<file path="config.mk">
export PLATFORM = sky130hd
export DESIGN_NAME = tpws_front
export DESIGN_NICKNAME = d
export VERILOG_FILES = /design/src/tpws_pkg.sv /design/src/tpws_front.sv
export SDC_FILE = /design/constraint.sdc
export NUM_CORES = 2
export LEC_CHECK = 0
export BUFFER_PORTS_ARGS = -buffer_cell sky130_fd_sc_hd__buf_2
export CAP_MARGIN = 15
export CORE_AREA = 3 3 286 401
export CTS_CLUSTER_SIZE = 8
export DETAILED_ROUTE_END_ITERATION = 7
export DIE_AREA = 0 0 289 404
export PLACE_DENSITY_LB_ADDON = 0.08
export SYNTH_ARGS = -nofsm -noshare
export SYNTH_HDL_FRONTEND = slang
export SYNTH_SLANG_ARGS = --single-unit
</file>
<file path="constraint.sdc">
create_clock -name clk_i -period 12.54 [get_ports clk_i]
set_input_delay 2.508 -clock clk_i [delete_from_list [all_inputs] [get_ports clk_i]]
set_output_delay 2.508 -clock clk_i [all_outputs]
set_load 0.03 [all_outputs]
</file>
<file path="src/tpws_pkg.sv">
// shared types and constants for the three-phase window statistics block
`default_nettype none

package tpws_pkg;

  // field and accumulator widths
  localparam int unsigned SampleW   = 16;
  localparam int unsigned CountW    = 13;
  localparam int unsigned SumW      = 29;
  localparam int unsigned SqSumW    = 43;
  localparam int unsigned MagW      = 28;
  localparam int unsigned DivW      = 55;
  localparam int unsigned DivCntW   = 6;
  localparam int unsigned NumPhases = 3;

  // window closes at this many samples
  localparam logic [CountW-1:0] MaxWindow = 13'd4096;

  // configuration port
  localparam int unsigned CfgIdxW  = 2;
  localparam int unsigned CfgDataW = 16;
  localparam logic [CfgIdxW-1:0] RegClipLimit = 2'd0;
  localparam logic [CfgIdxW-1:0] RegNominal   = 2'd1;
  localparam logic [CfgIdxW-1:0] RegTolDiv    = 2'd2;

  localparam logic [1:0] PhaseC = 2'd2;

  // input request
  typedef struct packed {
    logic signed [15:0] sample_a;
    logic signed [15:0] sample_b;
    logic signed [15:0] sample_c;
    logic               last_sample;
  } tpws_in_t;

  // one result
  typedef struct packed {
    logic [1:0]         phase_index;
    logic signed [15:0] dc_offset;
    logic [15:0]        rms_level;
    logic [15:0]        peak_to_peak;
    logic [30:0]        variance_value;
    logic [15:0]        std_deviation;
    logic [12:0]        clip_count;
    logic               rms_in_band;
    logic               last_result;
  } tpws_out_t;

  // per-phase window totals
  typedef struct packed {
    logic [SumW-1:0]    sum;
    logic [SqSumW-1:0]  sq_sum;
    logic [15:0]        max_v;
    logic [15:0]        min_v;
    logic [CountW-1:0]  clip;
  } tpws_acc_t;

  // closed window handed from front to back
  typedef struct packed {
    logic [CountW-1:0]               count;
    tpws_acc_t [NumPhases-1:0]       ph;
  } tpws_win_t;

  typedef enum logic [3:0] {
    ST_IDLE,
    ST_HALF,
    ST_BAND,
    ST_DC,
    ST_MS,
    ST_RMS,
    ST_SSQ,
    ST_VSUM,
    ST_VAR,
    ST_STD,
    ST_OUT
  } tpws_state_e;

endpackage

`default_nettype wire

</file>
<file path="src/tpws_front.sv">
// front end: per-sample accumulation and window close detection
`default_nettype none

module tpws_front (
  input  logic                clk_i,
  input  logic                rst_ni,
  input  logic                valid_i,
  input  tpws_pkg::tpws_in_t  in_i,
  input  logic signed [15:0]  clip_limit_i,
  output logic                win_push_o,
  output tpws_pkg::tpws_win_t win_o
);

  logic [tpws_pkg::CountW-1:0] count_q, count_nx;
  tpws_pkg::tpws_acc_t [tpws_pkg::NumPhases-1:0] acc_q, acc_nx;
  logic signed [15:0] smp [tpws_pkg::NumPhases];
  logic [15:0]        mag [tpws_pkg::NumPhases];
  logic [31:0]        msq [tpws_pkg::NumPhases];
  logic               close;

  assign smp[0] = in_i.sample_a;
  assign smp[1] = in_i.sample_b;
  assign smp[2] = in_i.sample_c;

  // one lane per phase
  always_comb begin
    for (int p = 0; p < tpws_pkg::NumPhases; p++) begin
      mag[p] = smp[p][15] ? 16'(16'd0 - smp[p]) : smp[p];
      msq[p] = mag[p] * mag[p];
      acc_nx[p].sum    = acc_q[p].sum + {{(tpws_pkg::SumW-16){smp[p][15]}}, smp[p]};
      acc_nx[p].sq_sum = acc_q[p].sq_sum + tpws_pkg::SqSumW'(msq[p]);
      acc_nx[p].max_v  = (smp[p] > $signed(acc_q[p].max_v)) ? smp[p] : acc_q[p].max_v;
      acc_nx[p].min_v  = (smp[p] < $signed(acc_q[p].min_v)) ? smp[p] : acc_q[p].min_v;
      acc_nx[p].clip   = (smp[p] >= clip_limit_i) ? acc_q[p].clip + 1'b1 : acc_q[p].clip;
    end
  end

  // window close on marker or full length
  assign count_nx   = count_q + 1'b1;
  assign close      = in_i.last_sample || (count_nx == tpws_pkg::MaxWindow);
  assign win_push_o = valid_i && close;
  assign win_o.count = count_nx;
  assign win_o.ph    = acc_nx;

  // accumulator state
  always_ff @(posedge clk_i or negedge rst_ni) begin
    if (!rst_ni) begin
      count_q <= '0;
      acc_q   <= '0;
    end else if (valid_i) begin
      if (close) begin
        count_q <= '0;
        acc_q   <= '0;
      end else begin
        count_q <= count_nx;
        acc_q   <= acc_nx;
      end
    end
  end

endmodule

`default_nettype wire

</file>
==> flow_summary.ini <==
[synthesis]
ys_types = 95
synth-seq-cells = 364
seq_area_frac_synth = 0.183
netlist_area_um2 = 49900
syn_area_per_cell_um2 = 8.71
synth_cells = 5730
synth-edff-count = 0
async_flop_share = 1.00
synth-main-ff-cell = dfrtp_1
yosysWarnings = 0

[worst_setup_path]
critPathLaunch = in_i[33]
timing.rr.end = acc_q[85]
worst_setup_path_end_kind = output port
critPathKind = input port to output port
slowest_stage = fa_1
rr_startpoint = acc_q[53]
path_delay_family = adder cells
cp-start-kind = input port
cp_num_buf_inv = 8
endpoint = win_o[84]
arrival_ps = 10010
crit_top_cell = fa_1
cpPeakStageDelay_ps = 550
critPathMaxFanout = 5
worstPathRequired_ps = 10030
ff2ff_path_depth = 23
cp.depth = 30
r2r_setup_slack_ps = 6910

[die]
dieArea_um2 = 117000
io_pins = 433
core-area_um2 = 111000
die_w_um = 289
initial_utilization = 0.448
die_y_um = 404
num_rows = 145

[outcome]
status = finished, final reports clean

[grt]
track_usage = 0.294
grt_pass1_wl_um = 262000
antenna_found_initial = 9
overflow = 0
grt_pass1_vias = 45100
grt_max_degree = 138

[job]
cap_violations = 0

[sta]
rsz0062_at_grt = true
slew_headroom = 0.240
tightest_slew_ps = 1130
fmax_mhz = 79.9
slew_violations = 0
hold_ws_ps = 488
hold_viol = 0
fin_crit_ps = 12520
finalClockSkew_ps = 30.0
setup_viol = 0
min_period_over_period = 0.998

[hold_path]
hold_class = flip-flop to flip-flop

[detailed_routing]
drtIter0Drc = 2399
vias_per_cell = 5.35
first_pass_iters = 6
wl_per_cell_um = 21.3
ant_nets = 0
routed-via-count = 42900
wl_um = 171000
drc = 0

[final_layout]
layout_commonest_cell = inv_1
nNetsFinal = 7736
layout-drive-gt1-share = 0.202
final_cell_mix = inv_1, fa_1, nand2_1
finish.utilization = 0.540
syn2layout_area_growth_pct = 20.6

[placed_design]
gp_congestion = 0.945
hpwl_um = 138000
io_buffers = 432

[clock_tree]
clock_path_buffers = 3
cts_max_level = 2
cts_tree = built
cts_sinks = 364
numCtsBuffers = 52
cts.clk_slew.worst_paths_ps = 50
clockRootBuffer = clkbuf_16
clock_latency_ps = 630
[area by class of cell]
class / instances / area, um2
inverter: 1191 / 4520
clock buffer: 62 / 1360
fill: 10600 / 51200
timing repair buffer: 953 / 6390
antenna: 2 / 5.00
multi-input combinational: 3977 / 36900
clock inverter: 2 / 50.0
tap: 1470 / 1840
sequential: 364 / 9110
[per-stage QoR]
step	setup WS, ps	cells	TNS [ps]	cell area, um2
after global placement	-453	7894	-10040	56700
after CTS	-46.6	7967	-105	58500
final	20.8	8021	0	60200
after floorplan	34.4	5759	0	50100
after global routing	-235	8020	-2760	60200
after detailed placement	-676	7895	-13230	56700
[synthesized netlist by cell type, types with 133 or more instances]
master | count | area share
nor2_1 | 284 | 0.021
a21o_1 | 133 | 0.020
clkbuf_1 | 171 | 0.013
fa_1 | 581 | 0.23
a21oi_1 | 231 | 0.023
a22o_1 | 185 | 0.032
o21ai_0 | 318 | 0.032
nand2_1 | 567 | 0.043
xnor2_1 | 171 | 0.030
ha_1 | 548 | 0.14
dfrtp_1 | 364 | 0.18
inv_1 | 1174 | 0.088
[per-layer routing]
metal | vias up | part of all wire | track usage | wire length [um]
li1 | 20200 | - | - | -
met1 | 21300 | 0.40 | 0.356 | 68400
met2 | 1014 | 0.50 | 0.518 | 84800
met3 | 329 | 0.052 | 0.0425 | 8810
met4 | 6 | 0.052 | 0.125 | 8900
met5 | - | 0.00020 | 0 | 35
[cell families after synthesis]
logic type / count (synthesis) / share of synthesized area
mux: 22 / 0.00469
compound gates: 1211 / 0.163
other cells: 2 / 0.000150
simple gates: 1288 / 0.118
xor+xnor: 296 / 0.0524
buf+inv: 1418 / 0.109
fa+ha+maj: 1129 / 0.370
flops: 364 / 0.183
[state kept, by name, indices dropped and copies added, names as in the netlist]
register,cells
acc_q,351
count_q,13
[worst min path at each step]
stage	startpoint	endpoint	slack (ps)	cells past startpoint
6_report	acc_q[209]	acc_q[209]	490	1
5_1_grt	acc_q[26]	acc_q[26]	510	1
4_1_cts	acc_q[208]	acc_q[208]	490	1
3_5_place_dp	acc_q[209]	acc_q[209]	480	1
3_3_place_gp	acc_q[279]	acc_q[279]	470	1
2_1_floorplan	acc_q[100]	acc_q[100]	460	1
[timing repair]
action / in CTS / in global routing
setup buffers: 8 / 51
gates resized for setup: 68 / 347
pin swaps: 20 / 124
hold buffers: 0 / 0
endpoints found under the setup margin: 54 / 60
Power is not shown: default switching activity piles up to over one toggle a cycle in this logic, so the estimate is an artifact.
