### src/tpws_pkg.sv
// shared types and constants for the three-phase window statistics block
`default_nettype none

package tpws_pkg;

  // field and accumulator widths
  localparam int unsigned SampleW   = 16;
  localparam int unsigned CountW    = 13;
  localparam int unsigned SumW      = 29;
  localparam int unsigned SqSumW    = 43;
  localparam int unsigned MagW      = 28;
  localparam int unsigned DivW      = 55;
  localparam int unsigned DivCntW   = 6;
  localparam int unsigned NumPhases = 3;

  // window closes at this many samples
  localparam logic [CountW-1:0] MaxWindow = 13'd4096;

  // configuration port
  localparam int unsigned CfgIdxW  = 2;
  localparam int unsigned CfgDataW = 16;
  localparam logic [CfgIdxW-1:0] RegClipLimit = 2'd0;
  localparam logic [CfgIdxW-1:0] RegNominal   = 2'd1;
  localparam logic [CfgIdxW-1:0] RegTolDiv    = 2'd2;

  localparam logic [1:0] PhaseC = 2'd2;

  // input request
  typedef struct packed {
    logic signed [15:0] sample_a;
    logic signed [15:0] sample_b;
    logic signed [15:0] sample_c;
    logic               last_sample;
  } tpws_in_t;

  // one result
  typedef struct packed {
    logic [1:0]         phase_index;
    logic signed [15:0] dc_offset;
    logic [15:0]        rms_level;
    logic [15:0]        peak_to_peak;
    logic [30:0]        variance_value;
    logic [15:0]        std_deviation;
    logic [12:0]        clip_count;
    logic               rms_in_band;
    logic               last_result;
  } tpws_out_t;

  // per-phase window totals
  typedef struct packed {
    logic [SumW-1:0]    sum;
    logic [SqSumW-1:0]  sq_sum;
    logic [15:0]        max_v;
    logic [15:0]        min_v;
    logic [CountW-1:0]  clip;
  } tpws_acc_t;

  // closed window handed from front to back
  typedef struct packed {
    logic [CountW-1:0]               count;
    tpws_acc_t [NumPhases-1:0]       ph;
  } tpws_win_t;

  typedef enum logic [3:0] {
    ST_IDLE,
    ST_HALF,
    ST_BAND,
    ST_DC,
    ST_MS,
    ST_RMS,
    ST_SSQ,
    ST_VSUM,
    ST_VAR,
    ST_STD,
    ST_OUT
  } tpws_state_e;

endpackage

`default_nettype wire

### src/tpws_div.sv
// restoring divider, one quotient bit per cycle
`default_nettype none

module tpws_div (
  input  logic                         clk_i,
  input  logic                         rst_ni,
  input  logic                         start_i,
  input  logic [tpws_pkg::DivW-1:0]    dividend_i,
  input  logic [tpws_pkg::CountW-1:0]  divisor_i,
  output logic                         done_o,
  output logic [tpws_pkg::DivW-1:0]    quotient_o,
  output logic [tpws_pkg::CountW-1:0]  remainder_o
);

  logic [tpws_pkg::DivW-1:0]    dq_q;
  logic [tpws_pkg::CountW-1:0]  rem_q, dvs_q, rem_nx;
  logic [tpws_pkg::CountW:0]    trial;
  logic [tpws_pkg::DivCntW-1:0] cnt_q;
  logic                         busy_q, done_q, ge;

  // shift in next dividend bit and try a subtract
  always_comb begin
    trial  = {rem_q, dq_q[tpws_pkg::DivW-1]};
    ge     = trial >= {1'b0, dvs_q};
    rem_nx = ge ? tpws_pkg::CountW'(trial - {1'b0, dvs_q})
                : tpws_pkg::CountW'(trial);
  end

  assign done_o      = done_q;
  assign quotient_o  = dq_q;
  assign remainder_o = rem_q;

  // datapath
  always_ff @(posedge clk_i) begin
    if (start_i) begin
      dq_q  <= dividend_i;
      rem_q <= '0;
      dvs_q <= divisor_i;
    end else if (busy_q) begin
      dq_q  <= {dq_q[tpws_pkg::DivW-2:0], ge};
      rem_q <= rem_nx;
    end
  end

  // iteration control
  always_ff @(posedge clk_i or negedge rst_ni) begin
    if (!rst_ni) begin
      busy_q <= 1'b0;
      done_q <= 1'b0;
      cnt_q  <= '0;
    end else begin
      done_q <= 1'b0;
      if (start_i) begin
        busy_q <= 1'b1;
        cnt_q  <= '0;
      end else if (busy_q) begin
        cnt_q <= cnt_q + 1'b1;
        if (cnt_q == tpws_pkg::DivCntW'(tpws_pkg::DivW - 1)) begin
          busy_q <= 1'b0;
          done_q <= 1'b1;
        end
      end
    end
  end

endmodule

`default_nettype wire

### src/tpws_back.sv
// back end: sequencer that turns window totals into three results
`default_nettype none

module tpws_back (
  input  logic                clk_i,
  input  logic                rst_ni,
  input  logic                win_empty_i,
  input  tpws_pkg::tpws_win_t win_i,
  output logic                win_pop_o,
  input  logic [14:0]         nominal_i,
  input  logic [7:0]          tol_div_i,
  input  logic                out_pop_i,
  output logic                out_valid_o,
  output tpws_pkg::tpws_out_t out_o
);

  tpws_pkg::tpws_state_e state_q, state_d;
  tpws_pkg::tpws_win_t   ent_q;
  tpws_pkg::tpws_acc_t   cur;
  tpws_pkg::tpws_out_t   out_q;
  logic                  out_valid_q, out_wr, can_write;

  logic [1:0]  phase_q;
  logic [15:0] vmax_q, vmin_q, dc_q, rms_q;
  logic [31:0] vmax2_q, vmin2_q;
  logic [30:0] ms_q, var_q;
  logic        ms_exact_q;

  // divider hookup
  logic                        div_start, div_done;
  logic [tpws_pkg::DivW-1:0]   div_dividend, div_quot;
  logic [tpws_pkg::CountW-1:0] div_divisor, div_rem;

  // square root unit
  logic        sq_load;
  logic [30:0] sq_src;
  logic [31:0] sq_val_q;
  logic [15:0] sq_root_q, sq_root_nx;
  logic [16:0] sq_rem_q, sq_rem_nx;
  logic [18:0] sq_sh, sq_trial;
  logic [3:0]  sq_cnt_q;
  logic        sq_ge;

  // derived values
  logic                      sum_neg, tol;
  logic [tpws_pkg::MagW-1:0] sum_mag;
  logic [55:0]               ssq;
  logic [42:0]               vsum;
  logic [31:0]               ms_ext;
  logic [7:0]                tol_eff;

  tpws_div u_div (
    .clk_i       (clk_i),
    .rst_ni      (rst_ni),
    .start_i     (div_start),
    .dividend_i  (div_dividend),
    .divisor_i   (div_divisor),
    .done_o      (div_done),
    .quotient_o  (div_quot),
    .remainder_o (div_rem)
  );

  // current phase operands
  always_comb begin
    cur     = ent_q.ph[phase_q];
    sum_neg = cur.sum[tpws_pkg::SumW-1];
    sum_mag = sum_neg ? tpws_pkg::MagW'(tpws_pkg::SumW'(0) - cur.sum)
                      : cur.sum[tpws_pkg::MagW-1:0];
    ssq     = sum_mag * sum_mag;
    vsum    = cur.sq_sum - tpws_pkg::SqSumW'(div_quot)
              - tpws_pkg::SqSumW'(div_rem != '0);
    tol_eff = (tol_div_i == 8'd0) ? 8'd1 : tol_div_i;
    ms_ext  = {1'b0, ms_q};
    tol     = (ms_ext >= vmin2_q) &&
              ((ms_ext < vmax2_q) || ((ms_ext == vmax2_q) && ms_exact_q));
  end

  // root step: two radicand bits per cycle
  always_comb begin
    sq_sh      = {sq_rem_q, sq_val_q[31:30]};
    sq_trial   = {1'b0, sq_root_q, 2'b01};
    sq_ge      = sq_sh >= sq_trial;
    sq_rem_nx  = sq_ge ? 17'(sq_sh - sq_trial) : 17'(sq_sh);
    sq_root_nx = {sq_root_q[14:0], sq_ge};
  end

  assign can_write = !out_valid_q || out_pop_i;

  // sequencer
  always_comb begin
    state_d      = state_q;
    div_start    = 1'b0;
    div_dividend = '0;
    div_divisor  = ent_q.count;
    win_pop_o    = 1'b0;
    sq_load      = 1'b0;
    sq_src       = div_quot[30:0];
    out_wr       = 1'b0;
    case (state_q)
      tpws_pkg::ST_IDLE: begin
        if (!win_empty_i) begin
          win_pop_o    = 1'b1;
          div_start    = 1'b1;
          div_dividend = tpws_pkg::DivW'(nominal_i);
          div_divisor  = tpws_pkg::CountW'(tol_eff);
          state_d      = tpws_pkg::ST_HALF;
        end
      end
      tpws_pkg::ST_HALF: begin
        if (div_done) begin
          state_d = tpws_pkg::ST_BAND;
        end
      end
      tpws_pkg::ST_BAND: begin
        div_start    = 1'b1;
        div_dividend = tpws_pkg::DivW'(sum_mag);
        state_d      = tpws_pkg::ST_DC;
      end
      tpws_pkg::ST_DC: begin
        if (div_done) begin
          div_start    = 1'b1;
          div_dividend = tpws_pkg::DivW'(cur.sq_sum);
          state_d      = tpws_pkg::ST_MS;
        end
      end
      tpws_pkg::ST_MS: begin
        if (div_done) begin
          sq_load = 1'b1;
          state_d = tpws_pkg::ST_RMS;
        end
      end
      tpws_pkg::ST_RMS: begin
        if (sq_cnt_q == 4'd15) begin
          state_d = tpws_pkg::ST_SSQ;
        end
      end
      tpws_pkg::ST_SSQ: begin
        div_start    = 1'b1;
        div_dividend = tpws_pkg::DivW'(ssq);
        state_d      = tpws_pkg::ST_VSUM;
      end
      tpws_pkg::ST_VSUM: begin
        if (div_done) begin
          div_start    = 1'b1;
          div_dividend = tpws_pkg::DivW'(vsum);
          state_d      = tpws_pkg::ST_VAR;
        end
      end
      tpws_pkg::ST_VAR: begin
        if (div_done) begin
          sq_load = 1'b1;
          state_d = tpws_pkg::ST_STD;
        end
      end
      tpws_pkg::ST_STD: begin
        if (sq_cnt_q == 4'd15) begin
          state_d = tpws_pkg::ST_OUT;
        end
      end
      tpws_pkg::ST_OUT: begin
        if (can_write) begin
          out_wr  = 1'b1;
          state_d = (phase_q == tpws_pkg::PhaseC) ? tpws_pkg::ST_IDLE
                                                  : tpws_pkg::ST_BAND;
        end
      end
      default: begin
        state_d = tpws_pkg::ST_IDLE;
      end
    endcase
  end

  // control state
  always_ff @(posedge clk_i or negedge rst_ni) begin
    if (!rst_ni) begin
      state_q     <= tpws_pkg::ST_IDLE;
      phase_q     <= 2'd0;
      sq_cnt_q    <= 4'd0;
      out_valid_q <= 1'b0;
    end else begin
      state_q <= state_d;
      if (win_pop_o) begin
        phase_q <= 2'd0;
      end else if (out_wr) begin
        phase_q <= phase_q + 2'd1;
      end
      if (sq_load) begin
        sq_cnt_q <= 4'd0;
      end else if (state_q == tpws_pkg::ST_RMS || state_q == tpws_pkg::ST_STD) begin
        sq_cnt_q <= sq_cnt_q + 4'd1;
      end
      if (out_wr) begin
        out_valid_q <= 1'b1;
      end else if (out_pop_i) begin
        out_valid_q <= 1'b0;
      end
    end
  end

  // datapath registers
  always_ff @(posedge clk_i) begin
    if (win_pop_o) begin
      ent_q <= win_i;
    end
    if (state_q == tpws_pkg::ST_HALF && div_done) begin
      vmax_q <= {1'b0, nominal_i} + {1'b0, div_quot[14:0]};
      vmin_q <= {1'b0, nominal_i} - {1'b0, div_quot[14:0]};
    end
    if (state_q == tpws_pkg::ST_BAND) begin
      vmax2_q <= vmax_q * vmax_q;
      vmin2_q <= vmin_q * vmin_q;
    end
    if (state_q == tpws_pkg::ST_DC && div_done) begin
      dc_q <= sum_neg ? 16'(16'd0 - div_quot[15:0]) : div_quot[15:0];
    end
    if (state_q == tpws_pkg::ST_MS && div_done) begin
      ms_q       <= div_quot[30:0];
      ms_exact_q <= (div_rem == '0);
    end
    if (state_q == tpws_pkg::ST_RMS && sq_cnt_q == 4'd15) begin
      rms_q <= sq_root_nx;
    end
    if (state_q == tpws_pkg::ST_VAR && div_done) begin
      var_q <= div_quot[30:0];
    end
    if (sq_load) begin
      sq_val_q  <= {1'b0, sq_src};
      sq_root_q <= '0;
      sq_rem_q  <= '0;
    end else if (state_q == tpws_pkg::ST_RMS || state_q == tpws_pkg::ST_STD) begin
      sq_val_q  <= {sq_val_q[29:0], 2'b00};
      sq_root_q <= sq_root_nx;
      sq_rem_q  <= sq_rem_nx;
    end
    if (out_wr) begin
      out_q.phase_index    <= phase_q;
      out_q.dc_offset      <= dc_q;
      out_q.rms_level      <= rms_q;
      out_q.peak_to_peak   <= cur.max_v - cur.min_v;
      out_q.variance_value <= var_q;
      out_q.std_deviation  <= sq_root_q;
      out_q.clip_count     <= cur.clip;
      out_q.rms_in_band    <= tol;
      out_q.last_result    <= (phase_q == tpws_pkg::PhaseC);
    end
  end

  assign out_valid_o = out_valid_q;
  assign out_o       = out_q;

endmodule

`default_nettype wire

### config.mk
export PLATFORM = sky130hd
export DESIGN_NAME = tpws_back
export DESIGN_NICKNAME = d
export VERILOG_FILES = /design/src/tpws_pkg.sv /design/src/tpws_div.sv /design/src/tpws_back.sv
export SDC_FILE = /design/constraint.sdc
export NUM_CORES = 2
export LEC_CHECK = 0
export ABC_AREA = 1
export BUFFER_PORTS_ARGS = -buffer_cell sky130_fd_sc_hd__buf_2
export CORE_ASPECT_RATIO = 1.75
export CORE_MARGIN = 2
export CORE_UTILIZATION = 65
export CTS_CLUSTER_SIZE = 10
export DETAILED_ROUTE_END_ITERATION = 7
export PLACE_DENSITY = 0.86
export SLEW_MARGIN = 30
export SYNTH_ARGS = -nofsm -noshare
export SYNTH_HDL_FRONTEND = slang
export SYNTH_SLANG_ARGS = --single-unit
### constraint.sdc
create_clock -name clk_i -period 37.3 [get_ports clk_i]
set_input_delay 7.46 -clock clk_i [delete_from_list [all_inputs] [get_ports clk_i]]
set_output_delay 7.46 -clock clk_i [all_outputs]
set_load 0.01 [all_outputs]
==> run_results.csv <==
group,metric,value,unit
layout,drive_gt1_share,9.763,%
routing,antenna_left,0,
sta,tightest_slew,1.099,ns
worst_setup_path,end_kind,"output pin",
cts,cts_sinks,828,
sta,fin_crit_sh,42.06,%
yosys,ys_types,66,
worst_setup_path,cp_common_cell,"buf_2",
sta,fin_crit,15.69,ns
cts,root_buffer,"clkbuf_16",
sta,final.setup.tns,0,ns
yosys,synth_edf_count,762,
die,core,118500,um2
worst_setup_path,arrival,8.23,ns
status,outcome,"finished, final reports clean",
die,rows,167,
worst_setup_path,cp-start-kind,"primary input",
cts,path_clk_slew,0.06,ns
global_route,grt_overflow,0,
worst_setup_path,r2r_cells,34,
global_route,antenna_found_initial,75,
routing,viasPerCell,5.937,
yosys,seq_area_frac_synth,31.29,%
sta,rsz0062_at_grt,"false",
routing,drc_errors,0,
die,start_util,65.54,%
layout,nNetsFinal,10850,
sta,max_freq,63.74,MHz
cts,htreeDepth,3,
min_path,holdPathStages,0,
worst_setup_path,worstReg2RegEnd,"u_div.quotient_o[40]",
layout,num-fill-cells,8356,
yosys,synth_top_area_share,29.47,%
global_route,grt_max_degree,133,
worst_setup_path,max_stage_delay,0.36,ns
die,die_h,461.2,um
die,fp.dieW,265.3,um
worst_setup_path,required,29.84,ns
yosys,synth_cells,8451,
yosys,yosysMostFrequentCell,"inv_1",
layout,syn_to_final_growth,9.193,%
yosys,synth_area,77650,um2
cts,clock_latency,0.76,ns
cts,cts_made_buffers,96,
place,gp_congestion,1.011,
cts,ctsResizeCount,0,
cts,cts_hold_buf,0,
cts,cts_tree,"built",
min_path,hp-start,"rms_q[0]",
yosys,ys_top_cells_by_count,"2081 x inv_1, 1322 x nand2_1, 938 x fa_1, 762 x edfxtp_1, 734 x nor2_1",
global_route,grt_pass1_vias,66750,
yosys,async_flop_share,2.295,%
die,die_area,122300,um2
yosys,syn_area_per_cell,9.188,um2
global_route,track_usage,41.04,%
min_path,worstHoldEndpoint,"out_o[78]",
routing,via_count,62560,
routing,drt_pass1_iterations,8,
die,io_pins,505,
cts,cts_buffer_depth,3,
place,hpwl,189.9,mm
sta,setup_violations,0,
worst_setup_path,critPathMaxFanout,4,
worst_setup_path,r2r_start,"phase_q[0]",
min_path,hold_path.class,"flip-flop to flip-flop",
sta,final_hold_viol_count,0,
sta,finClkSkew,0.1084,ns
yosys,synth_flop_cell,"edfxtp_1",
worst_setup_path,path_cells,"buf_2 > nor2_4 > buf_2",
yosys,yosysWarningCount,0,
yosys,syn-num-nets,10410,
job,max_cap_viol_count,0,
yosys,ys_ff_latch,828,
worst_setup_path,criticalPathCategory,"primary input to output pin",
yosys,synthTopCellsByArea,"edfxtp_1 29%, fa_1 24%, ha_1 10%, inv_1 10%, nand2_1 6.4%",
sta,finalMaxSlewViolations,0,
routing,drt_iter0_markers,5952,
routing,wirelength,247.9,mm
global_route,grt_pass1_wl,371.2,mm
worst_setup_path,reg2reg_slack,25.85,ns
cts,postCtsSetupRepairBufs,0,
sta,relSlewSlack,26.67,%
yosys,yosys.area.top_type,"edfxtp_1",
routing,wire_per_inst,23.53,um
place,portBuffers,504,
worst_setup_path,slowest_stage,"nor2_4",
-- worst max-delay path by stage --
stage | from | end | cells past startpoint
floorplan | win_empty_i | win_pop_o | 3
global placement | win_empty_i | win_pop_o | 3
detailed placement | win_empty_i | win_pop_o | 3
CTS | win_empty_i | win_pop_o | 3
global route | win_empty_i | win_pop_o | 3
finish | win_empty_i | win_pop_o | 3
-- stage by stage --
| stage | worst slack (ns) | instances | utilization [%] | hold WS, ns | cell area (um2) |
|---|---|---|---|---|---|
| after detailed placement | 21.63 | 10310 | 68.97 | 0.4045 | 81720 |
| after global placement | 21.63 | 10310 | 68.96 | 0.4024 | 81710 |
| after floorplan | 11.63 | 8451 | - | 0.4003 | 77650 |
| after global routing | 21.63 | 10500 | 71.49 | 0.4208 | 84700 |
| after CTS | 21.63 | 10460 | 71.38 | 0.4072 | 84570 |
| final | 21.61 | 10540 | 71.56 | 0.4141 | 84780 |
-- worst max-delay path, delay by kind of cell --
kind / cells / cell delay (ns)
simple gates: 1 / 0.36
buf+inv: 2 / 0.39
-- cells by family after synthesis --
logic type               after synthesis  share of synthesized area (%)
AO/OA/AOI/OAI                       1026                          7.598
XOR/XNOR                             168                          1.919
adder cells (fa/ha/maj)             1564                          34.27
buffers and inverters               2356                          11.58
flip-flops                           828                          31.29
multiplexers                           1                        0.01289
AND/OR/NAND/NOR                     2508                          13.32
-- registers in the layout, indices dropped and copies added, names as in the netlist, 15 cells and up --
| signal | count |
|---|---|
| ent_q | 364 |
| sq_root_q | 16 |
| dc_q | 16 |
| out_o | 112 |
| vmax_q | 16 |
| ms_q | 31 |
| rms_q | 16 |
| vmin_q | 15 |
| vmax2_q | 31 |
| sq_rem_q | 17 |
| var_q | 31 |
| vmin2_q | 30 |
| sq_val_q | 32 |
| u_div.quotient_o | 55 |
-- layer usage --
layer | share of wire (%) | vias up | track usage, %
met1 | 30 | 30060 | 40.43
met2 | 50 | 3727 | 71.67
met5 | 0.072 | - | 0.1210
li1 | - | 27270 | -
met4 | 11 | 28 | 37.77
met3 | 8.7 | 1471 | 8.768
-- cells in the final DEF, fill, tap and decap left out, drive strengths merged, types with 3 or more instances in the layout --
cell type  count
a211oi        12
a21boi         9
a21o          27
a21oi        368
a221oi         3
a22oi         36
a2bb2oi       19
a31oi         47
a32oi          4
and2           3
and3           3
buf          573
clkbuf       134
clkinv        14
dfrtp         19
dfxtp         47
diode         73
edfxtp       762
fa           938
ha           626
inv         2125
nand2       1332
nand3        174
nand3b        10
nand4         63
nor2         752
nor3          60
nor4          22
o2111ai       14
o211ai        27
o21a          19
o21ai        361
o21bai        40
o22ai         16
o311ai         3
o31ai          9
or2           85
xnor2         55
xor2         113
-- layout make-up --
class / count / area (um2) / area share, %
Antenna cell: 73 / 182.7 / 0.2155
Clock buffer: 133 / 2604 / 3.071
Clock inverter: 13 / 249.0 / 0.2937
Inverter: 2127 / 7991 / 9.426
Multi-Input combinational cell: 5267 / 44460 / 52.44
Sequential cell: 828 / 24300 / 28.67
Tap cell: 1521 / 1903 / 2.245
Timing Repair Buffer: 574 / 3093 / 3.648
Power is not shown: default switching activity piles up to over one toggle a cycle in this logic, so the estimate is an artifact.
