File: config.mk
export PLATFORM = sky130hd
export DESIGN_NAME = tpws_queue
export DESIGN_NICKNAME = d
export VERILOG_FILES = /design/src/tpws_pkg.sv /design/src/tpws_queue.sv
export SDC_FILE = /design/constraint.sdc
export NUM_CORES = 1
export LEC_CHECK = 0
export ABC_CLOCK_PERIOD_IN_PS = 23100
export BUFFER_PORTS_ARGS = -buffer_cell sky130_fd_sc_hd__buf_2
export CORE_AREA = 2 2 285 287
export CTS_BUF_LIST = sky130_fd_sc_hd__clkbuf_8
export DETAILED_ROUTE_END_ITERATION = 8
export DIE_AREA = 0 0 287 289
export PLACE_DENSITY_LB_ADDON = 0.1
export SKIP_LAST_GASP = 1
export SLEW_MARGIN = 20
export SYNTH_ARGS = -nofsm -noshare
export SYNTH_HDL_FRONTEND = slang
export SYNTH_SLANG_ARGS = --single-unit
File: constraint.sdc
create_clock -name clk_i -period 23.1 [get_ports clk_i]
set_clock_uncertainty 0.1 [all_clocks]
set_input_delay 3.465 -clock clk_i [delete_from_list [all_inputs] [get_ports clk_i]]
set_output_delay 3.465 -clock clk_i [all_outputs]
set_load 0.02 [all_outputs]
File: src/tpws_pkg.sv
// shared types and constants for the three-phase window statistics block
`default_nettype none

package tpws_pkg;

  // field and accumulator widths
  localparam int unsigned SampleW   = 16;
  localparam int unsigned CountW    = 13;
  localparam int unsigned SumW      = 29;
  localparam int unsigned SqSumW    = 43;
  localparam int unsigned MagW      = 28;
  localparam int unsigned DivW      = 55;
  localparam int unsigned DivCntW   = 6;
  localparam int unsigned NumPhases = 3;

  // window closes at this many samples
  localparam logic [CountW-1:0] MaxWindow = 13'd4096;

  // configuration port
  localparam int unsigned CfgIdxW  = 2;
  localparam int unsigned CfgDataW = 16;
  localparam logic [CfgIdxW-1:0] RegClipLimit = 2'd0;
  localparam logic [CfgIdxW-1:0] RegNominal   = 2'd1;
  localparam logic [CfgIdxW-1:0] RegTolDiv    = 2'd2;

  localparam logic [1:0] PhaseC = 2'd2;

  // input request
  typedef struct packed {
    logic signed [15:0] sample_a;
    logic signed [15:0] sample_b;
    logic signed [15:0] sample_c;
    logic               last_sample;
  } tpws_in_t;

  // one result
  typedef struct packed {
    logic [1:0]         phase_index;
    logic signed [15:0] dc_offset;
    logic [15:0]        rms_level;
    logic [15:0]        peak_to_peak;
    logic [30:0]        variance_value;
    logic [15:0]        std_deviation;
    logic [12:0]        clip_count;
    logic               rms_in_band;
    logic               last_result;
  } tpws_out_t;

  // per-phase window totals
  typedef struct packed {
    logic [SumW-1:0]    sum;
    logic [SqSumW-1:0]  sq_sum;
    logic [15:0]        max_v;
    logic [15:0]        min_v;
    logic [CountW-1:0]  clip;
  } tpws_acc_t;

  // closed window handed from front to back
  typedef struct packed {
    logic [CountW-1:0]               count;
    tpws_acc_t [NumPhases-1:0]       ph;
  } tpws_win_t;

  typedef enum logic [3:0] {
    ST_IDLE,
    ST_HALF,
    ST_BAND,
    ST_DC,
    ST_MS,
    ST_RMS,
    ST_SSQ,
    ST_VSUM,
    ST_VAR,
    ST_STD,
    ST_OUT
  } tpws_state_e;

endpackage

`default_nettype wire

File: src/tpws_queue.sv
// two-entry queue of closed windows between front and back
`default_nettype none

module tpws_queue (
  input  logic                clk_i,
  input  logic                rst_ni,
  input  logic                push_i,
  input  tpws_pkg::tpws_win_t data_i,
  input  logic                pop_i,
  output tpws_pkg::tpws_win_t data_o,
  output logic                full_o,
  output logic                empty_o
);

  tpws_pkg::tpws_win_t mem_q [2];
  logic       wr_q, rd_q;
  logic [1:0] cnt_q;

  assign full_o  = (cnt_q == 2'd2);
  assign empty_o = (cnt_q == 2'd0);
  assign data_o  = mem_q[rd_q];

  // storage
  always_ff @(posedge clk_i) begin
    if (push_i) begin
      mem_q[wr_q] <= data_i;
    end
  end

  // pointers and fill level
  always_ff @(posedge clk_i or negedge rst_ni) begin
    if (!rst_ni) begin
      wr_q  <= 1'b0;
      rd_q  <= 1'b0;
      cnt_q <= 2'd0;
    end else begin
      if (push_i) begin
        wr_q <= ~wr_q;
      end
      if (pop_i) begin
        rd_q <= ~rd_q;
      end
      cnt_q <= cnt_q + {1'b0, push_i} - {1'b0, pop_i};
    end
  end

endmodule

`default_nettype wire

==> summary.md, run 1 <==
| Metric | Value |
|---|---|
| Run status | finished clean |
| Crit Path Max Fanout | 69 |
| Detail Route Antenna Nets | 0 |
| Internal Power | 2.84 mW |
| Synth warnings | 0 |
| Clk_lat worst skew | 0.74 ns |
| Filler Cell Count | 7325 |
| Syn_area_per_cell | 23.3 um2 |
| CP Data Arrival Time | 4.82 ns |
| Yosys cell types | 14 |
| Top_reg_cell synth | edfxtp_1 |
| Worst-Margin Slew | 1.14 ns |
| Die Wd | 287 um |
| Yosys top cell by area | edfxtp_1 |
| Final setup viols | 0 |
| Final setup TNS | 0 ns |
| Hold Slack | 0.442 ns |
| Vert. Die Dim | 289 um |
| Crit path kind | reg2out |
| DP Wirelength | 48500 um |
| TritonCTS clock tree | done |
| Port Buffers | 733 |
| Flop pwr share | 42.3% |
| HP Class | reg2reg |
| Non-Filler Instances | 3157 |
| Maxcap violations | 0 |
| WP data required | 19.54 ns |
| Residual DRC | 0 |
| Peak supply drop | 0.0632 mV |
| Worst Setup SP | rd_q$_DFFE_PN0P_ |
| Period Utilization, post-route | 36.3% |
| I/O pin count | 734 |
| Final Worst Setup Slack | 14.72 ns |
| DIE AREA | 82900 um2 |
| Yosys top cell area share | 81.8% |
| Most frequent cell after synthesis | edfxtp_1 |
| CTS Hold Buffers Added | 0 |
| Synthesized area | 26700 um2 |
| Unrepaired setup endpoints after global routing | false |
| Pin count of the biggest net entering global routing | 158 |
| First-pass GRT wire length | 97400 um |
| Synth top area cells | edfxtp_1 82%, mux2_2 14%, buf_6 1.7% |
| Tmin final | 8.38 ns |
| Leakage | 12.8 nW |
| Sw frac | 34.4% |
| Mapped Cells | 1148 |
| DR vias | 14100 |
| Iter 0 DRT Violations | 779 |
| Area growth syn-to-layout | 26.5% |
| Post-CTS setup buffers | 0 |
| Clock power frac | 25.0% |
| Clk root buf | clkbuf_8 |
| Setup crit end kind | output port |
| Layout cells sized above 1 | 60.8% |
| Most frequent cells after synthesis | 728 x edfxtp_1, 332 x mux2_2, 40 x buf_6 |
| Startpoint class of the critical path | flop |
| FF+latch count, synth | 732 |
| Vias in the first global route | 15000 |
| Slew Limit Fails | 0 |
| Initial antenna violation count | 32 |
| TritonCTS buffer count | 132 |
| Layout Nets | 2356 |
| First drt pass iteration count | 6 |
| Worst min-delay path startpoint | wr_q$_DFFE_PN0P_ |
| GRT Util Overall | 16.3% |
| Area of the core | 79900 um2 |
| Power Density | 128 nW/um2 |
| CTS Sinks | 732 |
| DRT Wirelength | 70600 um |
| H-tree depth | 4 |
| Syn Nets | 1518 |
| WL/cell | 22.4 um |
| Clock buffer depth | 3 |
| Initial core utilization | 33.4% |
| Row cnt | 104 |
| Vias per cell | 4.45 |
| Final hold vios | 0 |
| Placed insts | 2911 |
| Post-synth EDFFs | 728 |
| Reg2Reg Launch Point | wr_q$_DFFE_PN0P_ |
| Comb pwr share | 32.7% |
| Psw | 1.49 mW |
| Maximum achievable frequency | 119 MHz |
| Async SR Flop Fraction | 0.546% |
| # resized after CTS | 0 |
| Grt total ovfl | 0 |
| Worst slew margin | 24.1% |
| Worst slack at placement | 15.18 ns |
| Clock Pin Slew Worst Setup and Hold Paths | 0.05 ns |
| Share of the yosys chip area belonging to registers | 82.2% |
| Placer congestion estimate | 0.785 |
==> per-stage QoR <==
stage          total power [mW]  cell area, um2  utilization (%)
2_1_floorplan              2.97           26700                -
3_3_place_gp               3.30           31400             39.3
3_5_place_dp               3.30           31400             39.3
4_1_cts                    4.41           33700             42.2
5_1_grt                    4.54           33800             42.3
6_report                   4.33           33800             42.3
==> critical path: stages (launching register included) <==
cell and delay, ns:
dfrtp_4 0.73, buf_16 0.29, buf_4 0.86, buf_4 0.80
buf_4 0.64, mux2_2 0.41, buf_2 0.16
==> routing by layer <==
layer  routed length [um]  global-route usage (%)  vias up
li1                     -                       -     6334
met4                 2480                    7.16       30
met1                25100                    17.2     6976
met5                  176                       0        -
met3                 5640                    6.17      180
met2                37200                    29.0      534
==> state kept, by name, indices dropped and copies added (netlist names) <==
signal  cells
rd_q        1
mem_q     728
cnt_q       2
wr_q        1
==> area by class of cell <==
| cell class | count | area [um2] | area share (%) |
|---|---|---|---|
| Multi-Input combinational cell | 373 | 4310 | 12.8 |
| Clock buffer | 134 | 1840 | 5.46 |
| Clock inverter | 94 | 484 | 1.43 |
| Antenna cell | 17 | 42.5 | 0.126 |
| Inverter | 2 | 7.51 | 0.0222 |
| Timing Repair Buffer | 745 | 3820 | 11.3 |
| Tap cell | 1060 | 1330 | 3.92 |
| Sequential cell | 732 | 22000 | 65.0 |
==> placed cells by master, fill, tap and decap left out, drive strengths merged, types with 4 or more instances in the layout <==
master	n
diode	17
buf	745
mux2	364
clkinv	42
edfxtp	728
inv	52
clkbuf	134
dfrtp	4
==> worst paths after layout <==
| path | end | slack [ns] | depth (start not counted) |
|---|---|---|---|
| min reg2reg | wr_q$_DFFE_PN0P_ | 0.44 | 1 |
| max in group asynchronous | rd_q$_DFFE_PN0P_ | 20.34 | 1 |
| min | wr_q$_DFFE_PN0P_ | 0.44 | 1 |
| min in group asynchronous | rd_q$_DFFE_PN0P_ | 2.42 | 1 |
| max | data_o[300] | 14.72 | 6 |
| max reg2reg | mem_q[0][302]$_DFFE_PP_ | 18.90 | 4 |
==> power by group through the flow <==
stage / registers [mW] / logic [mW] / clock network (mW)
CTS: 1.85 / 1.43 / 1.13
global route: 1.85 / 1.50 / 1.18
detailed placement: 1.88 / 1.43 / 0
floorplan: 1.97 / 1.00 / 0
finish: 1.83 / 1.42 / 1.08
global placement: 1.87 / 1.43 / 0
==> cells by family (layout without fill, tap and decap cells) <==
| kind of cell | after synthesis | count (layout) | share of synthesized area (%) |
|---|---|---|---|
| simple gates | 4 | 4 | 0.0843 |
| buf+inv | 43 | 975 | 1.73 |
| fa+ha+maj | 2 | 2 | 0.0936 |
| xor+xnor | 3 | 3 | 0.155 |
| other cells | 0 | 17 | 0 |
| mux | 364 | 364 | 15.8 |
| flops | 732 | 732 | 82.2 |
Power figures use the tool's default switching activity.
==> run 2, diff against run 1 <==
ABC_CLOCK_PERIOD_IN_PS = 7440   (was 23100)
clock period = 7.44 ns   (was 23.1 ns; I/O delays follow)
==> run 2 against run 1 <==
Clock-buffer cell count shrank 2. Critical path type unchanged. Via count shrank 0.44%. Sequential share of layout area shrank 0.10 points. Register-to-register slack lost 14 ns. Wire length shrank 1.4%. Die area is the same. Worst setup slack lost 12 ns. Largest cell class unchanged. Total power grew to 3.1 times the previous value. Flip-flop and latch count is the same. Critical endpoint is now data_o[298].
==> summary.md, run 2 (same netlist as run 1, synthesis figures left out) <==
| Metric | Value |
|---|---|
| # resized after CTS | 0 (unchanged) |
| Final design utilization | 42.4% (was 42.3%) |
| Grt total ovfl | 0 (unchanged) |
| Iter 0 DRT Violations | 667 (was 779) |
| Leakage | 12.8 nW (about the same) |
| Maximum achievable frequency | 217 MHz |
| Row cnt | 104 (unchanged) |
| Tmin final | 4.61 ns |
| Placed insts | 2908 (was 2911) |
| Initial core utilization | 33.4% (unchanged) |
| DIE AREA | 82900 um2 (unchanged) |
| First-pass GRT wire length | 96300 um (was 97400 um) |
| Non-Filler Instances | 3145 (was 3157) |
| Vias in the first global route | 14800 (was 15000) |
| Final Power | 13.5 mW (was 4.33 mW) |
| Detail Route Antenna Nets | 0 (unchanged) |
| DRT Wirelength | 69600 um (was 70600 um) |
| Worst slew margin | 17.0% (was 24.1%) |
| Run status | finished clean (unchanged) |
| Layout Nets | 2353 (was 2356) |
| Worst Setup SP | rd_q$_DFFE_PN0P_ (unchanged) |
| Pin count of the biggest net entering global routing | 159 (was 158) |
| Final setup TNS | 0 ns (unchanged) |
| Unrepaired setup endpoints after global routing | false (unchanged) |
| I/O pin count | 734 (unchanged) |
| Final setup viols | 0 (unchanged) |
| Crit Reg-Reg Endpoint | rd_q$_DFFE_PN0P_ (was mem_q[0][302]$_DFFE_PP_) |
| First drt pass iteration count | 5 (was 6) |
| Maxcap violations | 0 (unchanged) |
| H-tree depth | 4 (unchanged) |
| Worst slack at placement | 3.51 ns (was 15.18 ns) |
| Layout cells sized above 1 | 61.0% (was 60.8%) |
| DP Wirelength | 47000 um (was 48500 um) |
| R2R depth | 3 (was 4) |
| Port Buffers | 733 (unchanged) |
| Setup crit end kind | output port (unchanged) |
| Die Wd | 287 um (unchanged) |
| Clk_lat worst skew | 0.71 ns (was 0.74 ns) |
| Post-CTS setup buffers | 0 (unchanged) |
| Clock Pin Slew Worst Setup and Hold Paths | 0.06 ns (was 0.05 ns) |
| Crit Path Max Fanout | 153 (was 69) |
| Top reg by flops | mem_q (unchanged) |
| Vert. Die Dim | 289 um (unchanged) |
| CTS Sinks | 732 (unchanged) |
| CP Data Arrival Time | 3.39 ns (was 4.82 ns) |
| Power Density | 400 nW/um2 (was 128 nW/um2) |
| Commonest non-fill, non-tap cell in the layout | buf_2 (unchanged) |
| Clock buffer depth | 3 (unchanged) |
| Period Utilization, post-route | 61.9% |
| Final Worst Setup Slack | 2.83 ns (was 14.72 ns) |
| TritonCTS clock tree | done (unchanged) |
| Startpoint class of the critical path | flop (unchanged) |
| Area growth syn-to-layout | 26.7% (was 26.5%) |
| Residual DRC | 0 (unchanged) |
| Register-to-register setup slack | 4.89 ns (was 18.90 ns) |
| Max FFs per register | 728 (unchanged) |
| Area of the core | 79900 um2 (unchanged) |
| Reg2Reg Launch Point | rd_q$_DFFE_PN0P_ (was wr_q$_DFFE_PN0P_) |
| Final hold vios | 0 (unchanged) |
| Most frequent cells in the layout | 733 x buf_2, 728 x edfxtp_1, 332 x mux2_2, 132 x clkbuf_8, 43 x inv_1 (was 733 x buf_2, 728 x edfxtp_1, 332 x mux2_2, 134 x clkbuf_8, 42 x inv_1) |
| Slew Limit Fails | 0 (unchanged) |
| GRT Util Overall | 16.1% (was 16.3%) |
| WP data required | 6.22 ns (was 19.54 ns) |
| Worst-Margin Slew | 1.25 ns (was 1.14 ns) |
| Peak supply drop | 0.296 mV (was 0.0632 mV) |
| Worst Setup EP | data_o[298] (was data_o[300]) |
| Vias per cell | 4.45 (about the same) |
| TritonCTS buffer count | 131 (was 132) |
| Biggest regs | mem_q (728), cnt_q (2) (unchanged) |
| Clk root buf | clkbuf_8 (unchanged) |
| Placer congestion estimate | 0.789 (was 0.785) |
| WL/cell | 22.1 um (was 22.4 um) |
| Crit path kind | reg2out (unchanged) |
| CTS Hold Buffers Added | 0 (unchanged) |
| HP Class | in2async (was reg2reg) |
| DR vias | 14000 (was 14100) |
| Initial antenna violation count | 31 (was 32) |
[run 2: changes by cell type in the layout (fill, tap and decap cells not counted), moves of 2 or more]
cell	change
clkinv_1	-7
buf_4	-6
diode_2	-6
buf_12	+5
bufinv_16	+4
inv_6	+4
inv_12	-3
inv_8	-3
clkbuf_8	-2
clkinv_2	+2
[run 2: worst min-delay path by stage]
stage,slack (ns),cells past startpoint,endpoint,start
after global placement,0.43,1,wr_q$_DFFE_PN0P_,wr_q$_DFFE_PN0P_
final,0.12,1,rd_q$_DFFE_PN0P_,rst_ni
after detailed placement,0.44,1,wr_q$_DFFE_PN0P_,wr_q$_DFFE_PN0P_
after global routing,0.04,1,rd_q$_DFFE_PN0P_,rst_ni
after floorplan,0.41,1,wr_q$_DFFE_PN0P_,wr_q$_DFFE_PN0P_
after CTS,0.02,1,rd_q$_DFFE_PN0P_,rst_ni
[run 2: power by group]
group / switching, mW / leakage, nW / internal (mW)
Combinational: 2.74 / 4.59 / 1.65
Clock: 1.64 / 1.36 / 1.80
Sequential: 0.211 / 6.88 / 5.48
[run 2: final cells by class]
| type | instances | area (um2) |
|---|---|---|
| clock buffer | 132 | 1820 |
| timing repair buffer | 743 | 3840 |
| inverter | 2 | 7.51 |
| antenna | 11 | 27.5 |
| multi-input combinational | 373 | 4310 |
| tap | 1060 | 1330 |
| sequential | 732 | 22000 |
| fill | 7327 | 46000 |
| clock inverter | 92 | 553 |
[run 2: stage by stage]
stage	hold slack [ns]	cell area (um2)
global placement	0.435	31400
global route	0.0406	33800
CTS	0.0191	33800
floorplan	0.408	26700
finish	0.120	33900
detailed placement	0.440	31400
[run 2: metal layers]
metal / GRT usage (%) / share of wire [%] / vias to the layer above / wire, um
met1: 17.0 / 35 / 6905 / 24400
met4: 6.71 / 3.2 / 30 / 2230
li1: - / - / 6319 / -
met2: 28.2 / 52 / 576 / 36500
met5: 0 / 0.26 / - / 178
met3: 7.03 / 9.1 / 162 / 6310
[run 2: worst max-delay path: stages, from the launching register on]
cell and delay [ns]:
dfrtp_4 0.79, buf_12 0.31, buf_12 0.48, mux2_2 0.44
buf_2 0.16
==> run 3, diff against run 2 <==
ABC_AREA = 1   (was not set)
ABC_CLOCK_PERIOD_IN_PS = 4300   (was 7440)
CORE_AREA = 2 2 288 290   (was 2 2 285 287)
DIE_AREA = 0 0 290 292   (was 0 0 287 289)
clock period = 4.3 ns   (was 7.44 ns; I/O delays follow)
==> run 3 against run 2 <==
Worst setup slack worse by 2.0 ns. Final area grew 13%. Hold slack improved by 0.022 ns. Clock power up 74%. Highest routed layer unchanged. Largest cell class unchanged. Sequential power increased by 73%. Largest power group unchanged.
==> summary.md, run 3 <==
| Metric | Value |
|---|---|
| Worst Setup SP | rd_q$_DFFE_PN0P_ (unchanged) |
| Row cnt | 105 (was 104) |
| Placer congestion estimate | 0.803 (was 0.789) |
| Clock power frac | 24.5% (was 25.5%) |
| Final hold vios | 0 (unchanged) |
| Psw | 9.35 mW (was 4.59 mW) |
| Hold Slack | 0.141 ns (was 0.120 ns) |
| Pin count of the biggest net entering global routing | 133 (was 159) |
| Worst slack at placement | 1.53 ns (was 3.51 ns) |
| DRT Wirelength | 73000 um (was 69600 um) |
| CP Data Arrival Time | 2.74 ns (was 3.39 ns) |
| Filler Cell Count | 7583 (was 7327) |
| Cell family with the largest share of critical-path delay | flip-flops (was buffers and inverters) |
| Period Utilization, post-route | 81.1% |
| Most frequent cells after synthesis | 728 x edfxtp_1, 371 x inv_1, 370 x nand2_1 (was 728 x edfxtp_1, 332 x mux2_2, 40 x buf_6) |
| Flop pwr share | 40.4% (was 42.1%) |
| Synth warnings | 0 (unchanged) |
| WL/cell | 17.0 um (was 22.1 um) |
| Area growth syn-to-layout | 40.4% (was 26.7%) |
| Vert. Die Dim | 292 um (was 289 um) |
| Number of cells on the critical path | 3 (was 4) |
| Worst slew margin | 35.7% (was 17.0%) |
| Power Density | 638 nW/um2 (was 400 nW/um2) |
| H-tree depth | 4 (unchanged) |
| Tmin final | 3.49 ns |
| Top_reg_cell synth | edfxtp_1 (unchanged) |
| Peak supply drop | 0.323 mV (was 0.296 mV) |
| GRT Util Overall | 16.9% (was 16.1%) |
| Clock buffer depth | 3 (unchanged) |
| Slowest CP cell | dfrtp_4 (unchanged) |
| Syn_area_per_cell | 14.1 um2 (was 23.3 um2) |
| Slew Limit Fails | 0 (unchanged) |
| Initial antenna violation count | 14 (was 31) |
| Detail Route Antenna Nets | 0 (unchanged) |
| Area of the core | 81600 um2 (was 79900 um2) |
| CP Cell Sequence | buf_4, o21ai_0, buf_2 (was buf_12, buf_12, mux2_2, buf_2) |
| FF+latch count, synth | 732 (unchanged) |
| # resized after CTS | 0 (unchanged) |
| Crit Path Max Fanout | 68 (was 153) |
| DR vias | 18100 (was 14000) |
| Comb pwr share | 35.0% (was 32.5%) |
| Maximum achievable frequency | 287 MHz |
| Layout Nets | 3482 (was 2353) |
| Die Wd | 290 um (was 287 um) |
| Worst-Margin Slew | 0.965 ns (was 1.25 ns) |
| Biggest regs | mem_q (728), cnt_q (2) (unchanged) |
| Internal Power | 15.0 mW (was 8.94 mW) |
| Sw frac | 38.4% (was 33.9%) |
| Commonest non-fill, non-tap cell in the layout | buf_2 (unchanged) |
| Most frequent cell after synthesis | edfxtp_1 (unchanged) |
| CP peak stage delay | 0.83 ns (was 0.79 ns) |
| Register-to-register setup slack | 2.06 ns (was 4.89 ns) |
| Synth top area cells | edfxtp_1 80%, o21ai_0 5.2%, inv_1 5.1% (was edfxtp_1 82%, mux2_2 14%, buf_6 1.7%) |
| Initial core utilization | 33.3% (was 33.4%) |
| TritonCTS buffer count | 132 (was 131) |
| Yosys cell types | 14 (unchanged) |
| I/O pin count | 734 (unchanged) |
| Clk root buf | clkbuf_8 (unchanged) |
| R2R depth | 3 (unchanged) |
| Run status | finished clean (unchanged) |
| Async SR Flop Fraction | 0.546% (unchanged) |
| Syn Nets | 2296 (was 1518) |
| WP data required | 3.56 ns (was 6.22 ns) |
| Max FFs per register | 728 (unchanged) |
| Synthesized area | 27200 um2 (was 26700 um2) |
| Clock Pin Slew Worst Setup and Hold Paths | 0.05 ns (was 0.06 ns) |
| TritonCTS clock tree | done (unchanged) |
| Yosys top cell area share | 80.5% (was 81.8%) |
| Leakage | 16.3 nW (was 12.8 nW) |
| Maxcap violations | 0 (unchanged) |
| Clk_lat worst skew | 0.74 ns (was 0.71 ns) |
| Post-synth EDFFs | 728 (unchanged) |
| DIE AREA | 84700 um2 (was 82900 um2) |
| Crit path buffers/inverters | 2 (was 3) |
| Port Buffers | 733 (unchanged) |
| Startpoint class of the critical path | flop (unchanged) |
| Vias in the first global route | 18800 (was 14800) |
| Worst Setup EP | data_o[257] (was data_o[298]) |
| Most frequent cells in the layout | 733 x buf_2, 728 x edfxtp_1, 411 x inv_1, 369 x nand2_1, 366 x dlygate4sd3_1 (was 733 x buf_2, 728 x edfxtp_1, 332 x mux2_2, 132 x clkbuf_8, 43 x inv_1) |
| Unrepaired setup endpoints after global routing | false (unchanged) |
| HP Class | in2async (unchanged) |
| Final setup viols | 0 (unchanged) |
| Setup crit end kind | output port (unchanged) |
| Final Worst Setup Slack | 0.814 ns (was 2.83 ns) |
| Crit Reg-Reg Endpoint | mem_q[1][112]$_DFFE_PP_ (was rd_q$_DFFE_PN0P_) |
| Crit path kind | reg2out (unchanged) |
| Mapped Cells | 1926 (was 1148) |
| Grt total ovfl | 0 (unchanged) |
| Yosys top cell by area | edfxtp_1 (unchanged) |
| Vias per cell | 4.23 (was 4.45) |
| CTS Sinks | 732 (unchanged) |
| First-pass GRT wire length | 109000 um (was 96300 um) |
| Residual DRC | 0 (unchanged) |
| Layout cells sized above 1 | 29.2% (was 61.0%) |
| DP Wirelength | 50000 um (was 47000 um) |
| Top reg by flops | mem_q (unchanged) |
| Iter 0 DRT Violations | 972 (was 667) |
| First drt pass iteration count | 5 (unchanged) |
| Share of the yosys chip area belonging to registers | 80.9% (was 82.2%) |
| Reg2Reg Launch Point | wr_q$_DFFE_PN0P_ (was rd_q$_DFFE_PN0P_) |
run 3: through the flow:
stage	power [mW]	area (um2)	std cells	setup TNS [ns]	util [%]
finish	24.3	38100	4287	0	46.7
global route	25.7	38100	4285	0	46.7
CTS	24.8	38100	4277	0	46.7
detailed placement	18.4	32000	3682	0	39.3
global placement	18.3	32000	3682	0	39.3
floorplan	15.4	27200	1926	-1673.75	-
run 3: how the worst min path moves through the flow:
| stage | endpoint | slack, ns | cells past startpoint |
|---|---|---|---|
| after floorplan | cnt_q[0]$_DFF_PN0_ | 0.25 | 0 |
| after global placement | cnt_q[0]$_DFF_PN0_ | 0.36 | 1 |
| after detailed placement | cnt_q[0]$_DFF_PN0_ | 0.37 | 1 |
| after CTS | rd_q$_DFFE_PN0P_ | 0.04 | 2 |
| after global routing | rd_q$_DFFE_PN0P_ | 0.07 | 2 |
| final | rd_q$_DFFE_PN0P_ | 0.14 | 2 |
run 3: layer usage:
layer | track usage [%] | vias up | share of wire (%) | wire [um]
met5 | 0 | - | 0.078 | 57
met4 | 7.02 | 8 | 3.2 | 2360
met3 | 6.62 | 140 | 8.1 | 5920
met2 | 29.4 | 611 | 50 | 36800
met1 | 18.5 | 8439 | 38 | 27900
li1 | - | 8935 | - | -
run 3: power by group through the flow:
| stage | logic [mW] | registers [mW] | clock network [mW] |
|---|---|---|---|
| after global placement | 8.37 | 9.94 | 0 |
| after CTS | 8.70 | 9.84 | 6.21 |
| final | 8.52 | 9.83 | 5.97 |
| after global routing | 9.25 | 9.95 | 6.53 |
| after detailed placement | 8.39 | 9.98 | 0 |
| after floorplan | 5.22 | 10.2 | 0 |
run 3: logic make-up after synthesis:
logic type / after synthesis / synth area share, %
xor+xnor: 2 / 0.0645
compound gates: 364 / 6.71
fa+ha+maj: 2 / 0.0921
buf+inv: 452 / 7.11
simple gates: 374 / 5.17
flops: 732 / 80.9
run 3: repair_timing:
| item | 4_1_cts | 5_1_grt |
|---|---|---|
| hold endpoints to repair | 733 | 0 |
| buffers inserted | 0 | 0 |
| hold buffers | 366 | 0 |
| setup endpoints to repair | 0 | 0 |
run 3: area by class of cell:
class                      instances  area [um2]  area share [%]
sequential                       732       22000            57.6
timing repair buffer            1133        7700            20.2
multi-input combinational        742        3290            8.64
clock buffer                     135        1860            4.87
inverter                         371        1410            3.69
tap                             1070        1340            3.51
clock inverter                    94         541            1.42
antenna                           10        25.0          0.0656
